--- src/hw/rtl/soc_pkg.sv ---
// Shared types, constants and the mux position table for the sensor offset block.
// No dependencies; used by the top level and the testbench.
package soc_pkg;

  localparam int MUX_CHANNELS = 16;
  localparam int LANES        = 9;
  localparam int SAMPLE_BITS  = 12;

  localparam int POS_W = 4;
  localparam int LANE_W = 4;
  localparam int RAW_W = 16;
  localparam int IDX_W = 8;
  localparam int MAG_W = 12;

  localparam int ORDER_LEN = 16;
  localparam logic [POS_W-1:0] MUX_ORDER [ORDER_LEN] = '{
    4'd11, 4'd10, 4'd9, 4'd8, 4'd7, 4'd6, 4'd5, 4'd4,
    4'd0, 4'd1, 4'd2, 4'd3, 4'd12, 4'd13, 4'd14, 4'd15
  };

  localparam logic ACT_CALIBRATE = 1'b0;
  localparam logic ACT_MEASURE   = 1'b1;

  typedef struct packed {
    logic              action;
    logic [POS_W-1:0]  mux_position;
    logic [LANE_W-1:0] lane;
    logic [RAW_W-1:0]  raw_sample;
  } in_word_t;

  typedef struct packed {
    logic [IDX_W-1:0] sensor_index;
    logic [MAG_W-1:0] magnitude;
    logic             is_negative;
  } out_word_t;

endpackage

--- src/hw/rtl/soc_ram.sv ---
// Generic single-write, single-read synchronous RAM with registered read data.
// No dependencies.
module soc_ram #(
  parameter int Width = 12,
  parameter int Depth = 144
) (
  input  logic                     clk_i,
  input  logic                     wr_en_i,
  input  logic [$clog2(Depth)-1:0] wr_addr_i,
  input  logic [Width-1:0]         wr_data_i,
  input  logic                     rd_en_i,
  input  logic [$clog2(Depth)-1:0] rd_addr_i,
  output logic [Width-1:0]         rd_data_o
);

  logic [Width-1:0] mem_q [Depth];

  always_ff @(posedge clk_i) begin
    if (wr_en_i) begin
      mem_q[wr_addr_i] <= wr_data_i;
    end
    if (rd_en_i) begin
      rd_data_o <= mem_q[rd_addr_i];
    end
  end

endmodule

--- src/hw/rtl/sensor_offset_calibrate_correct_top.sv ---
// Top level: per-sensor offset store with running-mean calibration and correction.
// Depends on soc_pkg and soc_ram.
// Path: a measure word is registered in stage s1, then in the output register that drives out_valid_o.
// Throughput: one word per cycle; the offset RAM is read at accept and written back
// in the following cycle, with a forward path; a measure word held by out_stall_i stalls the input.
// Reset: all offsets read as mid-scale minus one at once through per-entry valid bits.
module sensor_offset_calibrate_correct_top #(
  parameter int MUX_CHANNELS = soc_pkg::MUX_CHANNELS,
  parameter int LANES        = soc_pkg::LANES,
  parameter int SAMPLE_BITS  = soc_pkg::SAMPLE_BITS
) (
  input  logic              clk_i,
  input  logic              rst_ni,
  input  logic              in_valid_i,
  output logic              in_stall_o,
  input  soc_pkg::in_word_t in_word_i,
  output logic              out_valid_o,
  input  logic              out_stall_i,
  output soc_pkg::out_word_t out_word_o
);

  localparam int Depth = MUX_CHANNELS * LANES;
  localparam int AW    = $clog2(Depth);
  localparam logic [SAMPLE_BITS-1:0] OffRst = SAMPLE_BITS'((1 << (SAMPLE_BITS - 1)) - 1);

  logic                     accept;
  logic                     in_range;
  logic [AW-1:0]            slot;
  logic [soc_pkg::IDX_W-1:0] idx_d;

  logic                     s1_vld_q, s1_vld_d;
  logic                     s1_act_q;
  logic [AW-1:0]            s1_slot_q;
  logic [SAMPLE_BITS-1:0]   s1_smp_q;
  logic [soc_pkg::IDX_W-1:0] s1_idx_q;
  logic                     s1_fwd_q;
  logic [SAMPLE_BITS-1:0]   s1_fdat_q;
  logic                     s1_hit_q;

  logic [Depth-1:0]         vld_q;
  logic [SAMPLE_BITS-1:0]   rd_data;
  logic [SAMPLE_BITS-1:0]   off;
  logic [SAMPLE_BITS:0]     sum;
  logic [SAMPLE_BITS-1:0]   new_off;
  logic                     neg;
  logic [SAMPLE_BITS-1:0]   mag;
  logic [soc_pkg::RAW_W-1:0] mag_ext;

  logic                     out_free;
  logic                     s1_go;
  logic                     s1_ready;
  logic                     wr_en;
  logic                     fwd_d;
  logic                     out_load;
  logic                     out_vld_q, out_vld_d;
  soc_pkg::out_word_t       out_q;

  assign accept   = in_valid_i && !in_stall_o;
  assign in_range = (int'(in_word_i.mux_position) < MUX_CHANNELS) &&
                    (int'(in_word_i.lane) < LANES);
  assign slot     = AW'(int'(in_word_i.mux_position) * LANES + int'(in_word_i.lane));
  assign idx_d    = soc_pkg::IDX_W'(int'(soc_pkg::MUX_ORDER[in_word_i.mux_position]) +
                    (LANES - 1 - int'(in_word_i.lane)) * MUX_CHANNELS);

  assign off     = s1_fwd_q ? s1_fdat_q : (s1_hit_q ? rd_data : OffRst);
  assign sum     = {1'b0, off} + {1'b0, s1_smp_q};
  assign new_off = sum[SAMPLE_BITS:1];
  assign neg     = s1_smp_q < off;
  assign mag     = neg ? (off - s1_smp_q) : (s1_smp_q - off);
  assign mag_ext = soc_pkg::RAW_W'(mag);

  assign out_free   = !out_vld_q || !out_stall_i;
  assign s1_go      = (s1_act_q == soc_pkg::ACT_CALIBRATE) || out_free;
  assign s1_ready   = !s1_vld_q || s1_go;
  assign in_stall_o = !s1_ready;
  assign wr_en      = s1_vld_q && (s1_act_q == soc_pkg::ACT_CALIBRATE);
  assign fwd_d      = wr_en && (s1_slot_q == slot);
  assign out_load   = s1_vld_q && (s1_act_q == soc_pkg::ACT_MEASURE) && out_free;

  assign s1_vld_d  = s1_ready ? (accept && in_range) : s1_vld_q;
  assign out_vld_d = out_load ? 1'b1 : (out_stall_i ? out_vld_q : 1'b0);

  soc_ram #(
    .Width (SAMPLE_BITS),
    .Depth (Depth)
  ) u_offset_ram (
    .clk_i     (clk_i),
    .wr_en_i   (wr_en),
    .wr_addr_i (s1_slot_q),
    .wr_data_i (new_off),
    .rd_en_i   (accept),
    .rd_addr_i (slot),
    .rd_data_o (rd_data)
  );

  always_ff @(posedge clk_i or negedge rst_ni) begin
    if (!rst_ni) begin
      s1_vld_q  <= 1'b0;
      out_vld_q <= 1'b0;
      vld_q     <= '0;
    end else begin
      s1_vld_q  <= s1_vld_d;
      out_vld_q <= out_vld_d;
      if (wr_en) begin
        vld_q[s1_slot_q] <= 1'b1;
      end
    end
  end

  always_ff @(posedge clk_i) begin
    if (accept) begin
      s1_act_q  <= in_word_i.action;
      s1_slot_q <= slot;
      s1_smp_q  <= in_word_i.raw_sample[SAMPLE_BITS-1:0];
      s1_idx_q  <= idx_d;
      s1_fwd_q  <= fwd_d;
      s1_fdat_q <= new_off;
      s1_hit_q  <= vld_q[slot];
    end
    if (out_load) begin
      out_q.sensor_index <= s1_idx_q;
      out_q.magnitude    <= mag_ext[soc_pkg::MAG_W-1:0];
      out_q.is_negative  <= neg;
    end
  end

  assign out_valid_o = out_vld_q;
  assign out_word_o  = out_q;

  a_stall_when_full: assert property (@(posedge clk_i) disable iff (!rst_ni)
    (s1_vld_q && (s1_act_q == soc_pkg::ACT_MEASURE) && out_vld_q && out_stall_i)
      |-> in_stall_o)
    else $error("input not stalled while measure word blocked");

  a_fwd_source: assert property (@(posedge clk_i) disable iff (!rst_ni)
    ($past(accept) && s1_fwd_q) |-> $past(wr_en && (s1_slot_q == slot)))
    else $error("forward flag without matching write");

  a_out_from_measure: assert property (@(posedge clk_i) disable iff (!rst_ni)
    $rose(out_vld_q) |-> $past(s1_vld_q && (s1_act_q == soc_pkg::ACT_MEASURE)))
    else $error("output word without measure item");

  a_write_no_hold: assert property (@(posedge clk_i) disable iff (!rst_ni)
    wr_en |=> !(s1_vld_q && $stable(s1_slot_q) && !$past(accept)))
    else $error("calibrate word held in stage");

endmodule

--- config.mk ---
export PLATFORM = sky130hd
export DESIGN_NAME = sensor_offset_calibrate_correct_top
export DESIGN_NICKNAME = d
export VERILOG_FILES = /design/src/hw/rtl/soc_pkg.sv /design/src/hw/rtl/soc_ram.sv /design/src/hw/rtl/sensor_offset_calibrate_correct_top.sv
export SDC_FILE = /design/constraint.sdc
export NUM_CORES = 2
export LEC_CHECK = 0
export BUFFER_PORTS_ARGS = -buffer_cell sky130_fd_sc_hd__buf_2
export CORE_MARGIN = 2
export CORE_UTILIZATION = 60
export CTS_CLUSTER_SIZE = 40
export DETAILED_ROUTE_END_ITERATION = 12
export PLACE_DENSITY = 0.72
export SLEW_MARGIN = 20
export SYNTH_ARGS = -nofsm -noshare
export SYNTH_HDL_FRONTEND = slang
export SYNTH_SLANG_ARGS = --single-unit
--- constraint.sdc ---
create_clock -name clk_i -period 15 [get_ports clk_i]
set_input_delay 4.5 -clock clk_i [delete_from_list [all_inputs] [get_ports clk_i]]
set_output_delay 4.5 -clock clk_i [all_outputs]
set_load 0.02 [all_outputs]
==> flow_metrics.tcl <==
set metrics [dict create \
    status "complete, no violations" \
    cp.required_ns 10.50 \
    start_util 0.6022 \
    hold_violations 0 \
    ctsHoldBuffers 0 \
    antenna_found_initial 4 \
    maxCapViolCount 0 \
    overflow 0 \
    ir_drop_mv 0.1551 \
    startpoint "out_stall_i" \
    max-clock-path-buffers 3 \
    post-route-drc-count 0 \
    synth_top_family_by_area "multiplexers" \
    drive_gt1_frac 0.3191 \
    setup_viol 0 \
    cts_buffers 183 \
    worst_r2r_endpoint "u_offset_ram.mem_q[27][9]" \
    worst_ep_arrival_time_ns 5.18 \
    worst_slack_ns 5.323 \
    syn2layout_area_growth_pct 11.60 \
    timing.rr.start "s1_fwd_q" \
    cts_root_buffer "clkbuf_16" \
    power.density_mw_per_mm2 164.3 \
    crit_path_end "in_stall_o" \
    synthTopCellsByArea "edfxtp_1, mux4_2, dfrtp_1" \
    ys_types 54 \
    async_flop_share 0.07487 \
    syn-cell-area_mm2 0.07659 \
    grt_max_degree 121 \
    dieArea_mm2 0.1305 \
    ctsHtreeMaxLevel 4 \
    via_per_inst 6.646 \
    synth_most_common_cell "edfxtp_1" \
    muxShareOfSynthArea 0.1692 \
    wirelength_mm 174.5 \
    worstSetupPathType "primary input to output port" \
    yosys.area.top_type "edfxtp_1" \
    leakage_uw 0.02848 \
    grt_pass1_wl_mm 256.1 \
    gp_congestion 0.9046 \
    clkTransAtPathRegs_ns 0.06 \
    gr-usage-all-layers 0.2731 \
    ant_nets 0 \
    cp_max_fo 3 \
    rsz0062_at_grt "false" \
    syn-mean-instance-area_um2 21.45 \
    hp-class "flop to flop" \
    finalCritPeriodShare 0.6452 \
    clk_latency_ns 0.82 \
    portBuffers 47 \
    num-fill-cells 7759 \
    grt_pass1_vias 37560 \
    ff2ff_path_depth 14 \
    synth_common_cells "edfxtp_1, mux4_2, nor2_1" \
    core_mm2 0.1272 \
    synth_xor_xnor_area_share 0.004002 \
    synthCells 3571 \
    synth_top_area_frac 0.7073 \
    post_drt_wl_per_cell_um 31.32 \
    boundaryPins 52 \
    dpl_worst_slack_ns 5.097 \
    max_freq_mhz 103.3 \
    firstDrtPassIters 5 \
    rrSetupSlack_ns 9.41 \
    cts_sinks 1950 \
    cp-start-kind "primary input" \
    slew_headroom 0.2003 \
    ys.flop_type "edfxtp_1" \
    cts_tree "done" \
    rows 131 \
    diodes 0 \
    synth-edff-count 1804 \
    yosysSeqAreaShare 0.7550 \
    finalClockSkew_ns 0.03496 \
    ctsResizeCount 0 \
    tightest_slew_ns 1.197 \
    finalMaxSlewViolations 0 \
    drtIter0Drc 4547 \
    syn_nets 3653 \
    fp.dieH_um 361.3 \
    crit_path_end_kind "output port" \
    postCtsSetupRepairBufs 0 \
    die_x_um 361.3 \
    num_vias 37020 \
    synth_compound_area_frac 0.01599 \
    synth_adder_area_share 0.009050 \
    ys.warnings.count 0 \
    ys_seq_elements 1950 \
    nNetsFinal 3835 \
    yosys.area_share.simple 0.03284 \
    fin_crit_ns 9.677 \
    final.setup.tns_ns 0 \
    dp.final_hpwl_mm 101.4 \
]
==> critical path, stage by stage <==
cell	delay, ns
buf_2	0.11
nand2_1	0.07
nor2_1	0.27
buf_2	0.23
==> routing by layer <==
layer,global-route usage,vias to the layer above,wire [µm]
met3,0.05068,291,15320
met2,0.4227,1923,83920
met4,0.09036,4,5931
li1,-,15040,-
met5,0,-,27
met1,0.4026,19770,69280
==> cells in the final DEF, fill, tap and decap left out, types with 47 or more instances in the layout <==
cell	instances
edfxtp_1	1804
mux4_2	558
clkbuf_16	190
dfrtp_1	146
or2_2	144
nor2_1	127
buf_4	118
nand2_1	113
nor2_2	77
clkbuf_1	53
ha_1	47
==> power breakdown <==
part / internal [µW] / switching (µW)
combinational: 707 / 1820
sequential: 6930 / 35.1
clock: 2610 / 1940
==> stage by stage <==
step / util / total power (µW) / area [µm²] / hold WS [ns] / std cells
floorplan: - / 8679 / 76590 / 0.4003 / 3571
global placement: 0.6231 / 9409 / 79250 / 0.4050 / 5226
detailed placement: 0.6243 / 9574 / 79400 / 0.4071 / 5228
CTS: 0.6709 / 14080 / 85330 / 0.4218 / 5568
global route: 0.6720 / 14470 / 85480 / 0.4272 / 5570
finish: 0.6720 / 14040 / 85480 / 0.4221 / 5570
==> cells by family after synthesis <==
kind of cell / Yosys count
DFF: 1950
and+or+nand+nor: 531
buffers and inverters: 227
adders and majority gates: 53
xor gates and xnor gates: 35
AOI/OAI and AO/OA: 178
muxes: 597
==> flip-flops by register name, summed over array words and instances (netlist names) <==
signal and flops:
s1_idx_q 8, vld_q 144, u_offset_ram.rd_data_o 12, out_word_o 21, u_offset_ram.mem_q 1728, out_valid_o 1, s1_hit_q 1, s1_fwd_q 1
s1_slot_q 8, s1_smp_q 12, s1_vld_q 1, s1_act_q 1, s1_fdat_q 12
==> cell type report <==
type                            count  area, µm²  share of cell area
Sequential cell                  1950      57830              0.6765
Clock buffer                      262       5215             0.06101
Inverter                           47      183.9            0.002152
Timing Repair Buffer              177       1359             0.01590
Multi-Input combinational cell   1394      18100              0.2118
Tap cell                         1662       2079             0.02433
Clock inverter                     78      714.4            0.008358
==> how the worst min path moves through the flow <==
stage                           to   startpoint  cells after the start
finish              out_word_o[20]  s1_idx_q[7]                      0
global route        out_word_o[13]  s1_idx_q[0]                      0
CTS                 out_word_o[20]  s1_idx_q[7]                      0
detailed placement  out_word_o[20]  s1_idx_q[7]                      0
global placement    out_word_o[15]  s1_idx_q[2]                      0
floorplan           out_word_o[13]  s1_idx_q[0]                      0
No activity file was read; power rests on OpenSTA's default activity.
